**src/rtl/clrl_pkg.sv**
```systemverilog
`default_nettype none
// ----------------------------------------------------------------------------
// clrl_pkg
// Shared widths, stop codes and parse phase type for the cluster run list
// decoder and its channel interfaces.
// ----------------------------------------------------------------------------
package clrl_pkg;

   // Field widths of the request and response transactions.
   localparam int DATA_W    = 8;
   localparam int LIST_LEN_W = 13;
   localparam int CLUSTER_W = 64;
   localparam int CAUSE_W   = 2;
   localparam int NIBBLE_W  = 4;

   // Reasons why parsing of a list stopped.
   typedef enum logic [CAUSE_W-1:0] {
      STOP_ZERO_HEADER = 2'd0,
      STOP_BAD_HEADER  = 2'd1,
      STOP_LEN_USED    = 2'd2
   } stop_cause_type;

   // Parse phase, one-hot.
   typedef enum logic [3:0] {
      PH_STOPPED = 4'b0001,
      PH_HEADER  = 4'b0010,
      PH_COUNT   = 4'b0100,
      PH_OFFSET  = 4'b1000
   } phase_type;

endpackage : clrl_pkg
`default_nettype wire

```
**src/rtl/clrl_ifs.sv**
```systemverilog
`default_nettype none
// ----------------------------------------------------------------------------
// clrl channel interfaces
// Valid/ready channels for run list bytes in and decoded runs out.
// ----------------------------------------------------------------------------

// One run list byte per transaction.
interface clrl_req_if;
   logic                              valid;
   logic                              ready;
   logic [clrl_pkg::DATA_W-1:0]       data_byte;
   logic                              list_start;
   logic [clrl_pkg::LIST_LEN_W-1:0]   list_length;

   modport source (output valid, output data_byte, output list_start,
                   output list_length, input ready);
   modport sink   (input valid, input data_byte, input list_start,
                   input list_length, output ready);
endinterface : clrl_req_if

// One decoded run or stop report per transaction.
interface clrl_rsp_if;
   logic                              valid;
   logic                              ready;
   logic [clrl_pkg::CLUSTER_W-1:0]    run_start_cluster;
   logic [clrl_pkg::CLUSTER_W-1:0]    run_cluster_count;
   logic                              carries_run;
   logic                              list_done;
   logic [clrl_pkg::CAUSE_W-1:0]      stop_cause;

   modport source (output valid, output run_start_cluster, output run_cluster_count,
                   output carries_run, output list_done, output stop_cause,
                   input ready);
   modport sink   (input valid, input run_start_cluster, input run_cluster_count,
                   input carries_run, input list_done, input stop_cause,
                   output ready);
endinterface : clrl_rsp_if
`default_nettype wire

```
**src/rtl/cluster_run_list_decoder.sv**
```systemverilog
`default_nettype none
// ----------------------------------------------------------------------------
// cluster_run_list_decoder
// Streaming decoder for a file-system run list: one byte per transaction,
// emits absolute run start cluster and cluster count, and reports list stops.
// ----------------------------------------------------------------------------
//
//   Channel   Dir   Transaction
//   req_ch    in    data_byte, list_start, list_length
//   rsp_ch    out   run_start_cluster, run_cluster_count, carries_run,
//                   list_done, stop_cause
//
// A byte is accepted every cycle unless the response stalls; its result, if any,
// is decoded from the input register and loaded into the result register, from
// which it can be taken (input register, then result register).
// The rate is set by the combinational decode step, whose longest path is the
// 64-bit add of the sign-extended offset delta to the start cluster.
// Synchronous active-high reset empties both registers and stops parsing.
// A stalled response holds the result register; the input register then
// fills and req_ch.ready drops until the response is taken.
// ----------------------------------------------------------------------------
module cluster_run_list_decoder #(
   parameter int MAX_LIST_BYTES = 4096
) (
   input  wire logic   clock,
   input  wire logic   reset,
   clrl_req_if.sink    req_ch,
   clrl_rsp_if.source  rsp_ch
);

   localparam int LEN_W = $clog2(MAX_LIST_BYTES + 1);
   localparam int CW    = clrl_pkg::CLUSTER_W;

   // Input register.
   logic                               in_valid_ff;
   logic [clrl_pkg::DATA_W-1:0]        in_byte_ff;
   logic                               in_start_ff;
   logic [clrl_pkg::LIST_LEN_W-1:0]    in_len_ff;

   // Decoder state.
   clrl_pkg::phase_type                phase_ff, phase_in, phase_eff;
   logic [LEN_W-1:0]                   pos_ff, pos_in, pos_eff, pos_inc;
   logic [LEN_W-1:0]                   held_ff, held_in, held_eff;
   logic [clrl_pkg::NIBBLE_W-1:0]      lsz_ff, lsz_in, osz_ff, osz_in;
   logic [clrl_pkg::NIBBLE_W-1:0]      idx_ff, idx_in;
   logic [CW-1:0]                      cluster_ff, cluster_in;
   logic [CW-1:0]                      count_ff, count_in;
   logic [CW-1:0]                      delta_ff, delta_in;

   // Result register.
   logic                               rsp_valid_ff;
   logic [CW-1:0]                      rsp_start_ff, rsp_count_ff;
   logic                               rsp_run_ff, rsp_done_ff;
   clrl_pkg::stop_cause_type           rsp_cause_ff;

   // Decode step outputs.
   logic                               advance;
   logic                               emit;
   logic                               res_run;
   logic                               res_done;
   clrl_pkg::stop_cause_type           res_cause;
   logic [CW-1:0]                      res_start;

   logic [31:0]                        len_ext, clamp_len;
   logic [LEN_W:0]                     hdr_sum;
   logic [clrl_pkg::NIBBLE_W:0]        idx_next;
   logic [CW-1:0]                      field_word;
   logic [CW-1:0]                      delta_next;
   logic [CW-1:0]                      cluster_next;
   logic                               list_end;

   // Handshake: the input register advances when the result register is free.
   assign advance      = in_valid_ff && (!rsp_valid_ff || rsp_ch.ready);
   assign req_ch.ready = !in_valid_ff || advance;

   // List length clamped to the largest supported list.
   assign len_ext   = {{(32 - clrl_pkg::LIST_LEN_W){1'b0}}, in_len_ff};
   assign clamp_len = (len_ext > 32'(MAX_LIST_BYTES)) ? 32'(MAX_LIST_BYTES) : len_ext;

   // Current byte placed in its little-endian lane of the field.
   assign field_word = CW'(in_byte_ff) << {idx_ff[2:0], 3'b000};

   // Decode one byte.
   always_comb begin
      held_eff    = held_ff;
      pos_eff     = pos_ff;
      phase_eff   = phase_ff;
      phase_in    = phase_ff;
      pos_in      = pos_ff;
      held_in     = held_ff;
      lsz_in      = lsz_ff;
      osz_in      = osz_ff;
      idx_in      = idx_ff;
      cluster_in  = cluster_ff;
      count_in    = count_ff;
      delta_in    = delta_ff;
      emit        = 1'b0;
      res_run     = 1'b0;
      res_done    = 1'b0;
      res_cause   = clrl_pkg::STOP_ZERO_HEADER;
      res_start   = '0;
      delta_next  = delta_ff;
      cluster_next = cluster_ff;
      idx_next    = {1'b0, idx_ff} + 5'd1;

      // A list start restarts position and start cluster.
      if (in_start_ff) begin
         held_eff   = clamp_len[LEN_W-1:0];
         pos_eff    = '0;
         phase_eff  = clrl_pkg::PH_HEADER;
         held_in    = held_eff;
         pos_in     = '0;
         cluster_in = '0;
         phase_in   = clrl_pkg::PH_HEADER;
         if (held_eff == '0) begin
            emit      = 1'b1;
            res_done  = 1'b1;
            res_cause = clrl_pkg::STOP_LEN_USED;
            phase_eff = clrl_pkg::PH_STOPPED;
            phase_in  = clrl_pkg::PH_STOPPED;
         end
      end

      pos_inc  = pos_eff + LEN_W'(1);
      hdr_sum  = {1'b0, pos_inc} + (LEN_W + 1)'(in_byte_ff[3:0])
                 + (LEN_W + 1)'(in_byte_ff[7:4]);
      list_end = (pos_inc >= held_eff);

      unique case (phase_eff)
         clrl_pkg::PH_STOPPED: begin
         end
         clrl_pkg::PH_HEADER: begin
            pos_in = pos_inc;
            if (in_byte_ff == '0) begin
               emit      = 1'b1;
               res_done  = 1'b1;
               res_cause = clrl_pkg::STOP_ZERO_HEADER;
               phase_in  = clrl_pkg::PH_STOPPED;
            end else begin
               lsz_in = in_byte_ff[3:0];
               osz_in = in_byte_ff[7:4];
               if (in_byte_ff[3:0] == '0 || hdr_sum > {1'b0, held_eff}) begin
                  emit      = 1'b1;
                  res_done  = 1'b1;
                  res_cause = clrl_pkg::STOP_BAD_HEADER;
                  phase_in  = clrl_pkg::PH_STOPPED;
               end else begin
                  idx_in   = '0;
                  count_in = '0;
                  delta_in = '0;
                  phase_in = clrl_pkg::PH_COUNT;
               end
            end
         end
         clrl_pkg::PH_COUNT: begin
            pos_in = pos_inc;
            // Fields longer than eight bytes are consumed but read as zero.
            if (lsz_ff <= 4'd8) begin
               count_in = count_ff | field_word;
            end
            if (idx_next < {1'b0, lsz_ff}) begin
               idx_in = idx_next[clrl_pkg::NIBBLE_W-1:0];
            end else begin
               idx_in = '0;
               if (osz_ff == '0) begin
                  // Sparse run: nothing emitted, start cluster unchanged.
                  if (list_end) begin
                     emit      = 1'b1;
                     res_done  = 1'b1;
                     res_cause = clrl_pkg::STOP_LEN_USED;
                     phase_in  = clrl_pkg::PH_STOPPED;
                  end else begin
                     phase_in = clrl_pkg::PH_HEADER;
                  end
               end else begin
                  phase_in = clrl_pkg::PH_OFFSET;
               end
            end
         end
         clrl_pkg::PH_OFFSET: begin
            pos_in = pos_inc;
            if (osz_ff <= 4'd8) begin
               delta_next = delta_ff | field_word;
            end
            if (idx_next < {1'b0, osz_ff}) begin
               idx_in   = idx_next[clrl_pkg::NIBBLE_W-1:0];
               delta_in = delta_next;
            end else begin
               idx_in = '0;
               // Sign-extend a delta shorter than eight bytes.
               if (in_byte_ff[7] && osz_ff < 4'd8) begin
                  delta_next = delta_next | ({CW{1'b1}} << {osz_ff[2:0], 3'b000});
               end
               delta_in     = delta_next;
               cluster_next = cluster_ff + delta_next;
               cluster_in   = cluster_next;
               res_run      = (count_ff != '0);
               res_start    = cluster_next;
               if (list_end) begin
                  emit      = 1'b1;
                  res_done  = 1'b1;
                  res_cause = clrl_pkg::STOP_LEN_USED;
                  phase_in  = clrl_pkg::PH_STOPPED;
               end else begin
                  emit     = res_run;
                  phase_in = clrl_pkg::PH_HEADER;
               end
            end
         end
         default: begin
            phase_in = clrl_pkg::PH_STOPPED;
         end
      endcase
   end

   // Input register.
   always_ff @(posedge clock) begin
      if (reset) begin
         in_valid_ff <= 1'b0;
      end else if (req_ch.ready) begin
         in_valid_ff <= req_ch.valid;
      end
      if (req_ch.valid && req_ch.ready) begin
         in_byte_ff  <= req_ch.data_byte;
         in_start_ff <= req_ch.list_start;
         in_len_ff   <= req_ch.list_length;
      end
   end

   // Decoder state, updated once per processed byte.
   always_ff @(posedge clock) begin
      if (reset) begin
         phase_ff <= clrl_pkg::PH_STOPPED;
         pos_ff   <= '0;
         held_ff  <= '0;
         idx_ff   <= '0;
      end else if (advance) begin
         phase_ff <= phase_in;
         pos_ff   <= pos_in;
         held_ff  <= held_in;
         idx_ff   <= idx_in;
      end
      if (advance) begin
         lsz_ff     <= lsz_in;
         osz_ff     <= osz_in;
         cluster_ff <= cluster_in;
         count_ff   <= count_in;
         delta_ff   <= delta_in;
      end
   end

   // Result register.
   always_ff @(posedge clock) begin
      if (reset) begin
         rsp_valid_ff <= 1'b0;
      end else if (advance && emit) begin
         rsp_valid_ff <= 1'b1;
      end else if (rsp_ch.ready) begin
         rsp_valid_ff <= 1'b0;
      end
      if (advance && emit) begin
         rsp_start_ff <= res_run ? res_start : '0;
         rsp_count_ff <= res_run ? count_ff : '0;
         rsp_run_ff   <= res_run;
         rsp_done_ff  <= res_done;
         rsp_cause_ff <= res_done ? res_cause : clrl_pkg::STOP_ZERO_HEADER;
      end
   end

   assign rsp_ch.valid             = rsp_valid_ff;
   assign rsp_ch.run_start_cluster = rsp_start_ff;
   assign rsp_ch.run_cluster_count = rsp_count_ff;
   assign rsp_ch.carries_run       = rsp_run_ff;
   assign rsp_ch.list_done         = rsp_done_ff;
   assign rsp_ch.stop_cause        = rsp_cause_ff;

`ifndef SYNTHESIS
   // A result that carries a run never has a zero cluster count.
   assert property (@(posedge clock) disable iff (reset)
      rsp_valid_ff && rsp_run_ff |-> rsp_count_ff != '0)
      else $error("run emitted with zero cluster count");

   // The position never passes the held list length while parsing.
   assert property (@(posedge clock) disable iff (reset)
      phase_ff != clrl_pkg::PH_STOPPED |-> pos_ff <= held_ff)
      else $error("byte position beyond list length");

   // A stop report leaves the decoder stopped.
   assert property (@(posedge clock) disable iff (reset)
      advance && emit && res_done |=> phase_ff == clrl_pkg::PH_STOPPED)
      else $error("decoder not stopped after list stop");

   // A byte waiting in the input register is not dropped under a stall.
   assert property (@(posedge clock) disable iff (reset)
      in_valid_ff && !advance |=> in_valid_ff && $stable(in_byte_ff))
      else $error("stalled input byte lost");

   // A pending result is not overwritten before it is taken.
   assert property (@(posedge clock) disable iff (reset)
      rsp_valid_ff && !rsp_ch.ready |-> !advance)
      else $error("result register overwritten while stalled");
`endif

endmodule : cluster_run_list_decoder
`default_nettype wire
```
**src/flat_wrapper.sv**
```systemverilog
// flat-port wrapper written by rule: the top's interface ports become plain ports
module cluster_run_list_decoder_flat 
#(
   parameter int MAX_LIST_BYTES = 4096
)
  (clock, reset, req_ch_valid, req_ch_data_byte, req_ch_list_start, req_ch_list_length, req_ch_ready, rsp_ch_valid, rsp_ch_run_start_cluster, rsp_ch_run_cluster_count, rsp_ch_carries_run, rsp_ch_list_done, rsp_ch_stop_cause, rsp_ch_ready);
  clrl_req_if req_ch_i ();
  clrl_rsp_if rsp_ch_i ();
  input  wire logic clock;
  input  wire logic reset;
  input wire logic [$bits(req_ch_i.valid)-1:0] req_ch_valid;
  input wire logic [$bits(req_ch_i.data_byte)-1:0] req_ch_data_byte;
  input wire logic [$bits(req_ch_i.list_start)-1:0] req_ch_list_start;
  input wire logic [$bits(req_ch_i.list_length)-1:0] req_ch_list_length;
  output wire logic [$bits(req_ch_i.ready)-1:0] req_ch_ready;
  output wire logic [$bits(rsp_ch_i.valid)-1:0] rsp_ch_valid;
  output wire logic [$bits(rsp_ch_i.run_start_cluster)-1:0] rsp_ch_run_start_cluster;
  output wire logic [$bits(rsp_ch_i.run_cluster_count)-1:0] rsp_ch_run_cluster_count;
  output wire logic [$bits(rsp_ch_i.carries_run)-1:0] rsp_ch_carries_run;
  output wire logic [$bits(rsp_ch_i.list_done)-1:0] rsp_ch_list_done;
  output wire logic [$bits(rsp_ch_i.stop_cause)-1:0] rsp_ch_stop_cause;
  input wire logic [$bits(rsp_ch_i.ready)-1:0] rsp_ch_ready;
  assign req_ch_i.valid = req_ch_valid;
  assign req_ch_i.data_byte = req_ch_data_byte;
  assign req_ch_i.list_start = req_ch_list_start;
  assign req_ch_i.list_length = req_ch_list_length;
  assign req_ch_ready = req_ch_i.ready;
  assign rsp_ch_valid = rsp_ch_i.valid;
  assign rsp_ch_run_start_cluster = rsp_ch_i.run_start_cluster;
  assign rsp_ch_run_cluster_count = rsp_ch_i.run_cluster_count;
  assign rsp_ch_carries_run = rsp_ch_i.carries_run;
  assign rsp_ch_list_done = rsp_ch_i.list_done;
  assign rsp_ch_stop_cause = rsp_ch_i.stop_cause;
  assign rsp_ch_i.ready = rsp_ch_ready;
  cluster_run_list_decoder #(.MAX_LIST_BYTES(MAX_LIST_BYTES)) u_core (.clock(clock), .reset(reset), .req_ch(req_ch_i), .rsp_ch(rsp_ch_i));
endmodule
```
**config.mk**
```make
export PLATFORM = sky130hd
export DESIGN_NAME = cluster_run_list_decoder_flat
export DESIGN_NICKNAME = d
export VERILOG_FILES = /design/src/rtl/clrl_pkg.sv /design/src/rtl/clrl_ifs.sv /design/src/rtl/cluster_run_list_decoder.sv /design/src/flat_wrapper.sv
export SDC_FILE = /design/constraint.sdc
export NUM_CORES = 1
export LEC_CHECK = 0
export BUFFER_PORTS_ARGS = -buffer_cell sky130_fd_sc_hd__buf_2
export CAP_MARGIN = 20
export CORE_MARGIN = 10
export CORE_UTILIZATION = 55
export CTS_CLUSTER_SIZE = 20
export DETAILED_ROUTE_END_ITERATION = 8
export MAX_ROUTING_LAYER = met4
export PLACE_DENSITY = 0.72
export SLEW_MARGIN = 20
export SYNTH_ARGS = -nofsm -noshare
export SYNTH_HDL_FRONTEND = slang
export SYNTH_SLANG_ARGS = --single-unit
```
**constraint.sdc**
```tcl
create_clock -name clock -period 18.3 [get_ports clock]
set_input_delay 3.66 -clock clock [delete_from_list [all_inputs] [get_ports clock]]
set_output_delay 3.66 -clock clock [all_outputs]
set_load 0.02 [all_outputs]
```
======== Yosys cells after proc, flatten, opt, wreduce, memory -nomap -nowiden ========
Index checks and enable logic that the tools add are counted.
operators by class
  bitwise logic cells ..................... 6
  multipliers ............................. 0
  shifts and indexed selects .............. 2
  equality and inequality tests ........... 7
  divide/modulo/power cells ............... 0
  add/sub/neg operators ................... 5
  reduce and logical (&&, ||, !) cells .... 24
  muxes and demuxes ....................... 57
  order comparisons ....................... 8
operators by type and width
  kind                                                                 number
  64-bit 2-to-1 mux                                                    12
  64-bit case mux with 2 select lines                                  2
  64-bit bitwise OR                                                    3
  64-bit adder                                                         1
  64-bit nonzero test                                                  1
  64-bit by 6-bit left shift with 64-bit output, first input constant  1
  8-bit by 6-bit left shift with 64-bit output                         1
  13-bit 2-to-1 mux                                                    4
  4-bit 2-to-1 mux                                                     9
  2-bit 2-to-1 mux                                                     10
  4-bit case mux with 4 select lines                                   1
  13-bit by 4-bit adder with 14-bit output                             1
  14-bit by 4-bit adder with 14-bit output                             1
  14-bit by 13-bit greater-than comparator with 1-bit output           1
  1-bit 2-to-1 mux                                                     14
  13-bit by 1-bit adder with 13-bit output, second input constant      1
  13-bit >= comparator                                                 1
  13-bit greater-than comparator, second input constant                1
  13-bit zero test                                                     1
  4-bit case mux with 3 select lines                                   1
  5-bit by 4-bit less-than comparator with 1-bit output                2
  4-bit <= comparator, second input constant                           2
  4-bit zero test                                                      2
  8-bit zero test                                                      1
  21 further kinds                                                     35
word-level totals
  ROM bits ................................ 0
  bits in writable memories ............... 0
  latch bits .............................. 0
  input port bits ......................... 26
  register bits ........................... 390
  word-level logic and storage cells ...... 128
  output and inout bits ................... 134
  memories kept ........................... 0

======== Logic depth before layout (Yosys ltp) ========
Gate-level depths: netlist of run 1.
  depth in word-level cells ............... 14
  gate-level depth with buffers ........... 25
  depth with buffers taken out ............ 25

======== Worst setup path before layout of run 1 ========
OpenSTA, ideal clock, no wires.
  path kind ............................... in2reg
  start ................................... input port rsp_ch_ready
  end ..................................... register u_core.rsp_run_ff, in the netlist u_core.rsp_ch.carries_run (enable)
  required time ........................... 17.634 ns
  slack ................................... 7.221 ns
  arrival time ............................ 10.413 ns
  stages on the path ...................... 4
  library setup time ...................... 0.666 ns
  buffers on the path ..................... 1
  cells stage by stage .................... nand2b_1 -> nand2_1 -> clkbuf_1 -> a21oi_1
between the ends
  word-level cells in the longest chain between the ends .. 3
ends and longest elaborated chain
  item                  line                             source
  start, declared       flat_wrapper.sv:22               input wire logic [$bits(rsp_ch_i.ready)-1:0] rsp_ch_ready;
  1-bit logical OR      cluster_run_list_decoder.sv:73   assign advance = in_valid_ff && (!rsp_valid_ff || rsp_ch.ready);
  1-bit logical AND     cluster_run_list_decoder.sv:73
  1-bit logical AND     cluster_run_list_decoder.sv:261  if (advance && emit) begin
  end signal, assigned  cluster_run_list_decoder.sv:264  rsp_run_ff <= res_run;
  end, declared         cluster_run_list_decoder.sv:53   logic rsp_run_ff, rsp_done_ff;
Every way passes these cells.
A chain may end at the register's enable or synchronous reset.

======== Final worst setup path of run 1 ========
  start ................................... input port rsp_ch_ready
  end ..................................... output port req_ch_ready
between the ends
  word-level cells in the longest chain between the ends .. 3
ends and longest elaborated chain
  item               line                            source
  1-bit logical OR   cluster_run_list_decoder.sv:73
  1-bit logical AND  cluster_run_list_decoder.sv:73
  1-bit logical OR   cluster_run_list_decoder.sv:74  assign req_ch.ready = !in_valid_ff || advance;
  end, declared      flat_wrapper.sv:15              output wire logic [$bits(req_ch_i.ready)-1:0] req_ch_ready;
Every way passes these cells.

==> impl_metrics.ini, run 1 <==
[run_status]
outcome = finished, final reports clean

[global_routing]
grt_pass1_vias = 15830
grt_pass1_wl_um = 86590
grt_usage = 0.2339
grt_antenna_before_repair = 0
grt_start_max_net_pins = 93
overflow = 0

[synth]
ys_types = 80
syn_inst = 2052
ys_seq_area_frac = 0.5367
synth_seq_cells = 390
ys.warnings.count = 0
synth_top_family_by_area = compound AO/OA/AOI/OAI gates
netlist_top_cells_count = 354 x edfxtp_1, 293 x a21oi_1, 219 x nor2_1
synth-simple-area-share = 0.1584
syn_nets = 2184
synth.most_common_cell = edfxtp_1
yosys-top-cells-area = edfxtp_1 50%, a21oi_1 6.9%, ha_1 6.0%, nor2_1 3.9%, dfxtp_1 3.4%
synth_area_leader_cell = edfxtp_1
synthesis.area_sq_mm = 0.02115
synth_edf_count = 354
synthArstFlopShare = 0
synthMuxAreaShare = 0.001952
synthFlopType = edfxtp_1
avgSynthCellArea_sq_um = 10.31
synth_compound_area_frac = 0.1736
yosysTopAreaCellShare = 0.5026
synthAdderAreaFrac = 0.06449
yosys.area_share.xor_xnor = 0.03479

[final_layout]
drive_gt1_frac = 0.1287
area_growth_pct = 11.71
fillers = 3179
nets = 2290
instances_no_fill = 2702
n_antenna_cell = 0

[timing]
setup_viol = 0
max_slew_margin = 0.2865
rsz0062_at_grt = false
worst_slew_pin_slew_ns = 1.070
worst_slack_ns = 10.45
holdWs_ns = 0.4660
setup_tns_ns = 0
clock_skew_ns = 0.02100
max_freq_ghz = 0.1275
fin_crit_sh = 0.4287
hold_viol_final = 0
slew_violations = 0
period_needed_ns = 7.845

[setup_path]
path_cells = buf_2, nor2b_1, nand2_1, buf_2
critPathKind = in -> out
path_common_cell = buf_2
critPathMaxStageDelay_ns = 0.17
slowest_stage = nor2b_1
worst_ep_arrival_time_ns = 4.19
crit_buf_inv = 2
r2r_cells = 26
crit_cells = 4
end_kind = output pin
crit_fanout = 3
crit_path_start_kind = input port
crit_family = buffers and inverters
worstPathRequired_ns = 14.64

[placement]
portBuffers = 159
dp_cells = 2625
place_congestion = 0.9151
pre_cts_slack_ns = 10.46
dp_hpwl_um = 37230

[clock_tree]
post-cts-setup-buffers = 0
root_buffer = clkbuf_16
cts_resized = 0
cts_made_buffers = 41
clk_path_buf_depth = 3
cts_tree = built
cts_sinks = 390
clk_latency_ns = 0.59
clk_pin_slew_ns = 0.06
holdBufCountCts = 0
h-tree-depth = 2

[die]
die_area_sq_mm = 0.04670
die-height_um = 216.1
die_w_um = 216.1
initial_core_util = 0.5589
ios = 160
rows = 71
core_sq_mm = 0.03784

[min_path]
hold_class = reg -> reg
hold_depth = 2

[power]
power_w = 0.002025
power_density_mw_per_mm2 = 85.72
ir_drop_mv = 0.07299
p_leak_nw = 9.278

[routing]
antenna_left = 0
wl_per_cell_um = 20.02
num_vias = 16140
first_pass_iters = 5
viasPerCell = 5.972
drc = 0
first_iter_violations = 1206
routed_wl_um = 54110

[flow_run]
drv_cap = 0
-- path summary, 6_finish.rpt --
check                                               startpoint                           endpoint  slack [ns]
worst max register to register    u_core.in_start_ff$_DFFE_PP_  u_core.count_ff[25]$_SDFFCE_PN0P_       11.51
worst max-delay path                              rsp_ch_ready                       req_ch_ready       10.45
worst min register to register  u_core.held_ff[0]$_SDFFE_PP0P_     u_core.held_ff[0]$_SDFFE_PP0P_        0.47
worst min-delay path            u_core.held_ff[0]$_SDFFE_PP0P_     u_core.held_ff[0]$_SDFFE_PP0P_        0.47
-- cells by family after synthesis --
group	after synthesis
AO/OA/AOI/OAI	609
buffers and inverters	164
XOR/XNOR	84
flip-flops	390
multiplexers	4
adder cells (fa/ha/maj)	106
AND/OR/NAND/NOR	695
-- area by class of cell --
cell class / count / area, sq um / share of cell area
timing repair buffer: 181 / 962.2 / 0.04073
tap: 511 / 639.4 / 0.02706
clock buffer: 49 / 1056 / 0.04470
inverter: 46 / 173.9 / 0.007362
sequential: 390 / 11350 / 0.4805
clock inverter: 27 / 212.7 / 0.009003
multi-input combinational: 1498 / 9230 / 0.3907
-- report_power, final --
part / switching [W] / total, W / internal [W]
clock network: 0.000359 / 0.000792 / 0.000433
logic: 0.000149 / 0.000227 / 0.0000776
registers: 0.0000145 / 0.00101 / 0.000992
total: 0.000523 / 0.00203 / 0.00150
-- flip-flops by register name, indices dropped and copies added, names as in the netlist, 2 cells and up --
register,count
u_core.delta_ff,64
u_core.rsp_ch.stop_cause,2
u_core.held_ff,13
u_core.rsp_ch.run_start_cluster,64
u_core.lsz_ff,4
u_core.osz_ff,4
u_core.cluster_ff,64
u_core.count_ff,64
u_core.pos_ff,13
u_core.in_byte_ff,8
u_core.in_len_ff,13
u_core.rsp_ch.run_cluster_count,64
u_core.idx_ff,4
u_core.phase_ff,4
-- cell usage in the layout (no fill, tap or decap), drive strengths merged, types with 17 or more instances in the layout --
cell type	n
edfxtp	354
a21oi	296
nor2	220
buf	180
nand2	165
o21ai	117
ha	101
nand3	86
and2	75
a21o	61
clkbuf	50
inv	46
xor2	43
xnor2	41
dfxtp	36
nand4	28
nor4	27
clkinv	23
nor3	22
o21bai	20
a211oi	19
nor2b	17
nand2b	17
-- worst min-delay path, delay by kind of cell, from the launching register on --
family          cells  cell delay [ns]
compound gates      1             0.06
simple gates        1             0.05
flops               1             0.31
-- metal layers --
layer	wire length [um]	up-vias	GRT usage
li1	-	7778	-
met1	24030	7777	0.3112
met2	25580	504	0.3642
met3	3453	76	0.04025
met4	1047	0	0.06572
met5	0	-	-
-- stage by stage --
step | util | instance area [sq um]
floorplan | - | 21150
global placement | 0.5900 | 22330
detailed placement | 0.5901 | 22330
CTS | 0.6236 | 23600
global route | 0.6243 | 23630
finish | 0.6243 | 23630
No activity file was read; power rests on OpenSTA's default activity.
==> run 2, diff against run 1 <==
- PLACE_DENSITY: 0.72 -> 0.75
- clock period: 18.3 -> 6.4 ns (I/O delays scaled with it)
==> run 2 against run 1 <==
Compared with the run above:
- first-iteration DRC count rose by 25%
- largest power group unchanged
- global-route usage fell by 0.25 points
- clock power rose to 3.4 times the previous value
- final area rose by 1.6%
- non-clock buffer count rose by 5
==> impl_metrics.ini, run 2 (same netlist as run 1, synthesis figures left out) <==
[timing]
max_slew_margin = 0.2986
slew_violations = 0
hold_viol_final = 0
clock_skew_ns = 0.01931
setup_tns_ns = 0
worst_slew_pin_slew_ns = 1.052
period_needed_ns = 5.967
fin_crit_sh = 0.9323
rsz0062_at_grt = false
max_freq_ghz = 0.1676
worst_slack_ns = 0.4334
setup_viol = 0

[routing]
viasPerCell = 6.041
wl_per_cell_um = 19.91
num_vias = 16370
first_iter_violations = 1512
routed_wl_um = 53960
first_pass_iters = 5
drc = 0
antenna_left = 0

[clock_tree]
clk_path_buf_depth = 3
cts_tree = built
h-tree-depth = 2
root_buffer = clkbuf_16
cts_resized = 0
holdBufCountCts = 0
cts_sinks = 390
clk_latency_ns = 0.60
cts_made_buffers = 42
post-cts-setup-buffers = 0
clk_pin_slew_ns = 0.06

[global_routing]
grt_pass1_wl_um = 86030
grt_usage = 0.2314
grt_pass1_vias = 15920
overflow = 0
grt_antenna_before_repair = 1
grt_start_max_net_pins = 90

[power]
power_density_mw_per_mm2 = 258.9
p_leak_nw = 9.429
ir_drop_mv = 0.2458

[setup_path]
end_kind = register
crit_path_start_kind = register
critPathMaxStageDelay_ns = 0.75
slowest_stage = buf_4
worst_ep_arrival_time_ns = 6.17
worstPathRequired_ns = 6.60
crit_fanout = 85
crit_family = buffers and inverters
crit_buf_inv = 4
path_cells = clkinv_2, nand2_1, xor2_1, inv_1, fa_1, inv_1, ha_4, nor2b_1, o21ai_0, nand2b_1, nand3_2, and4bb_1, xor2_1, ha_1, nand4_1, nor2_1, a221o_1, a21oi_1, o21ai_2, a21oi_2, a21oi_4, buf_4
critPathKind = reg -> reg

[final_layout]
fillers = 3069
register_area_sq_mm = 0.01135
nets = 2296
final_cell_area_sq_mm = 0.02401
area_growth_pct = 13.51
final_common_cell = edfxtp_1
drive_gt1_frac = 0.1401
mostFrequentLayoutCells = 354 x edfxtp_1, 289 x a21oi_1, 218 x nor2_1
multi_input_area_sq_mm = 0.009248

[placement]
pre_cts_slack_ns = 0.5509
place_congestion = 0.9044
postPlaceCellArea_sq_mm = 0.02243
dp_hpwl_um = 37530
portBuffers = 159

[run_status]
outcome = finished, final reports clean

[die]
die_area_sq_mm = 0.04670
ios = 160
die_w_um = 216.1
initial_core_util = 0.5589
rows = 71
die-height_um = 216.1
core_sq_mm = 0.03784

[flow_run]
drv_cap = 0

[min_path]
hold_class = reg -> reg
## run 2: cell count changes in the layout (fill, tap and decap cells not counted), moves of 2 or more
cell / delta
a21oi_1: -2
buf_4: +4
nor3b_1: +2
clkbuf_16: +2
clkinv_1: -10
inv_6: +2
clkbuf_8: +2
a21oi_2: +2
clkinvlp_4: +3
bufinv_16: +7
buf_12: +2
clkbuf_1: -5
nor3b_2: -2
## run 2: tightest hold or removal path, cell delays in order, from the launching register on
cell and delay [ns]:
dfxtp_1 0.31, nand2_1 0.05, a21oi_1 0.05
## run 2: power by group
group	switching [W]	total (W)	leakage, nW	internal, W
combinational	0.000429	0.000655	4.95	0.000226
sequential	0.0000405	0.00288	3.73	0.00283
clock	0.00108	0.00269	0.745	0.00161
total	0.00155	0.00622	9.43	0.00467
## run 2: worst paths after layout
path,endpoint,start,slack (ns),cells after the start
min,u_core.held_ff[0]$_SDFFE_PP0P_,u_core.held_ff[0]$_SDFFE_PP0P_,0.46,2
max reg2reg,u_core.rsp_ch.run_start_cluster[15]$_SDFFCE_PP0P_,u_core.in_start_ff$_DFFE_PP_,0.43,22
min reg2reg,u_core.held_ff[0]$_SDFFE_PP0P_,u_core.held_ff[0]$_SDFFE_PP0P_,0.46,2
max,u_core.rsp_ch.run_start_cluster[15]$_SDFFCE_PP0P_,u_core.in_start_ff$_DFFE_PP_,0.43,22
## run 2: metrics by stage
stage / util / std cells / hold slack [ns] / total power [W]
after global placement: 0.5926 / 2631 / 0.4460 / 0.003563
after global routing: 0.6343 / 2710 / 0.5010 / 0.006433
after detailed placement: 0.5926 / 2631 / 0.4589 / 0.003573
final: 0.6343 / 2710 / 0.4624 / 0.006216
after CTS: 0.6339 / 2709 / 0.4679 / 0.006248
after floorplan: - / 2052 / 0.4244 / 0.003392
## run 2: layout make-up
class	instances	area share
well taps	511	0.02663
clock buffers	48	0.04644
clock inverters	30	0.01866
repair buffers	186	0.04279
multi-input cells	1498	0.3852
inverters	46	0.007297
flip-flops and latches	390	0.4728
diodes	1	0.0001042
## run 2: layer usage
layer,vias up,GRT usage,wire (um)
met3,74,0.03942,3749
met2,626,0.3590,25160
li1,7794,-,-
met1,7876,0.3076,23890
met4,0,0.06968,1160
met5,-,-,0
==> run 3, diff against run 2 <==
- ABC_AREA: unset -> 1
- CORE_MARGIN: 10 -> 2
- SKIP_CTS_REPAIR_TIMING: unset -> 1
==> run 3 against run 2 <==
Compared with the run above:
- first-iteration DRC count is 46% higher
- sequential share of layout area is 2.5 points lower
- sequential power hardly changed
- hold slack better by 0.013 ns
- non-clock buffer count is 10 lower
- setup slack better by 0.30 ns
- global-route usage is 8.8 points higher
- area after synthesis is 7.7% higher
- synthesized cell count is 29% higher
- via count is 19% higher
- register-to-register slack better by 0.30 ns
- combinational power is 10% higher
- highest routed layer unchanged
==> impl_metrics.ini, run 3 <==
[run_status]
outcome = finished, final reports clean

[power]
power_density_mw_per_mm2 = 238.2
p_clk_frac = 0.408
power.switching_w = 0.001586
ir_drop_mv = 0.2281
seqPwrFrac = 0.473
swShare = 0.2625
p_leak_nw = 11.00
power_frac_comb = 0.120
p_int_w = 0.004458

[synth]
synth_edf_count = 354
synth_area_leader_cell = edfxtp_1
synthesis.area_sq_mm = 0.02278
syn_inst = 2645
synthArstFlopShare = 0
avgSynthCellArea_sq_um = 8.613
synth_seq_cells = 390
ys.warnings.count = 0
syn_nets = 2777
ys_seq_area_frac = 0.4983
netlist_top_cells_count = 455 x nand2_1, 397 x nor2_1, 372 x inv_1
ys_types = 55
synthFlopType = edfxtp_1
synth.most_common_cell = nand2_1
yosys-top-cells-area = edfxtp_1 47%, nand2_1 7.5%, nor2_1 6.5%, inv_1 6.1%, a21oi_1 6.1%
yosysTopAreaCellShare = 0.4666

[timing]
slew_violations = 0
worst_slew_pin_slew_ns = 1.085
setup_tns_ns = 0
rsz0062_at_grt = false
hold_viol_final = 0
clock_skew_ns = 0.01115
max_slew_margin = 0.2757
max_freq_ghz = 0.1764
fin_crit_sh = 0.8858
setup_viol = 0
period_needed_ns = 5.669

[routing]
antenna_left = 0
first_iter_violations = 2211
routed_wl_um = 68030
viasPerCell = 5.826
wl_per_cell_um = 20.27
drc = 0
first_pass_iters = 6
num_vias = 19550

[die]
die_area_sq_mm = 0.04306
initial_core_util = 0.5579
ios = 160
core_sq_mm = 0.04083
die_w_um = 207.5
rows = 74
die-height_um = 207.5

[setup_path]
crit_path_start_kind = register
crit_fanout = 47
end_kind = register
r2r_start = u_core.in_start_ff$_DFFE_PP_
worst_ep_arrival_time_ns = 5.97
r2r_cells = 28
critPathKind = reg -> reg
critPathMaxStageDelay_ns = 0.56
reg2reg_slack_ns = 0.73
worstPathRequired_ns = 6.70
slowest_stage = fa_1
path_common_cell = nand2_1
worst_r2r_endpoint = u_core.rsp_ch.run_start_cluster[59]$_SDFFCE_PP0P_

[min_path]
hold_class = reg -> reg
min_to = u_core.pos_ff[12]$_SDFFE_PP0P_
min_from = u_core.pos_ff[12]$_SDFFE_PP0P_
hold_depth = 2

[final_layout]
area_growth_pct = 11.38
final_common_cell = nand2_1
fin_util = 0.6214
mostFrequentLayoutCells = 455 x nand2_1, 396 x nor2_1, 370 x inv_1
nets = 2925
drive_gt1_frac = 0.1105

[clock_tree]
cts_sinks = 390
root_buffer = clkbuf_16
clk_path_buf_depth = 3
cts_tree = built
clk_pin_slew_ns = 0.06
clk_latency_ns = 0.58
cts_made_buffers = 41
h-tree-depth = 2

[placement]
place_congestion = 1.042
dp_hpwl_um = 52510
portBuffers = 159

[flow_run]
drv_cap = 0

[global_routing]
grt_pass1_wl_um = 103300
grt_pass1_vias = 18170
grt_usage = 0.3194
overflow = 0
grt_antenna_before_repair = 1
grt_start_max_net_pins = 72
-- run 3: how the worst max path moves through the flow --
stage                            startpoint                                                 to  slack (ns)
3_3_place_gp   u_core.in_start_ff$_DFFE_PP_  u_core.rsp_ch.run_start_cluster[46]$_SDFFCE_PP0P_        0.97
4_1_cts        u_core.in_start_ff$_DFFE_PP_  u_core.rsp_ch.run_start_cluster[27]$_SDFFCE_PP0P_        0.76
5_1_grt        u_core.in_start_ff$_DFFE_PP_  u_core.rsp_ch.run_start_cluster[24]$_SDFFCE_PP0P_        0.27
3_5_place_dp   u_core.in_start_ff$_DFFE_PP_  u_core.rsp_ch.run_start_cluster[26]$_SDFFCE_PP0P_        0.80
6_report       u_core.in_start_ff$_DFFE_PP_  u_core.rsp_ch.run_start_cluster[59]$_SDFFCE_PP0P_        0.73
2_1_floorplan  u_core.in_start_ff$_DFFE_PP_                u_core.rsp_ch.carries_run$_DFFE_PP_        0.21
-- run 3: area by class of cell --
| class | count | area [sq um] |
|---|---|---|
| Fill cell | 3511 | 15460 |
| Sequential cell | 390 | 11350 |
| Timing Repair Buffer | 176 | 985.9 |
| Antenna cell | 1 | 2.502 |
| Multi-Input combinational cell | 1799 | 9544 |
| Tap cell | 532 | 665.6 |
| Clock buffer | 50 | 1060 |
| Inverter | 385 | 1464 |
| Clock inverter | 23 | 300.3 |
-- run 3: power groups by stage --
| stage | Sequential, W | Combinational, W | Clock (W) |
|---|---|---|---|
| CTS | 0.00286 | 0.000706 | 0.00249 |
| global placement | 0.00291 | 0.000693 | 0 |
| floorplan | 0.00290 | 0.000485 | 0 |
| global route | 0.00286 | 0.000792 | 0.00259 |
| detailed placement | 0.00291 | 0.000702 | 0 |
| finish | 0.00286 | 0.000723 | 0.00246 |
-- run 3: worst max-delay path, delay by kind of cell (launching register included) --
family / cells / cell delay, ns
AOI/OAI and AO/OA: 3 / 0.47
xor gates and xnor gates: 1 / 0.17
adders and majority gates: 3 / 1.10
buffers and inverters: 6 / 1.42
DFF: 1 / 0.51
and+or+nand+nor: 15 / 1.64
-- run 3: kinds of logic after synthesis --
group                    share of synthesized area
AND/OR/NAND/NOR                             0.2092
AO/OA/AOI/OAI                               0.1279
buffers and inverters                      0.08359
flip-flops                                  0.4983
adder cells (fa/ha/maj)                    0.05987
XOR/XNOR                                   0.02115
-- run 3: through the flow --
stage / worst slack (ns) / instances / hold WS (ns) / power (W) / instance area [sq um]
2_1_floorplan: 0.2059 / 2645 / 0.4453 / 0.003389 / 22790
3_3_place_gp: 0.9690 / 3282 / 0.4572 / 0.003601 / 24010
3_5_place_dp: 0.7956 / 3282 / 0.4662 / 0.003611 / 24010
4_1_cts: 0.7600 / 3355 / 0.4770 / 0.006056 / 25370
5_1_grt: 0.2653 / 3356 / 0.4978 / 0.006240 / 25370
6_report: 0.7308 / 3356 / 0.4749 / 0.006044 / 25370
-- run 3: per-layer routing --
metal,track usage,wire (um),share of wire,vias up
met3,0.06218,6363,0.094,182
met2,0.4667,29540,0.43,934
met1,0.4493,29740,0.44,9243
li1,-,-,-,9192
met5,-,0,0,-
met4,0.1039,2383,0.035,0
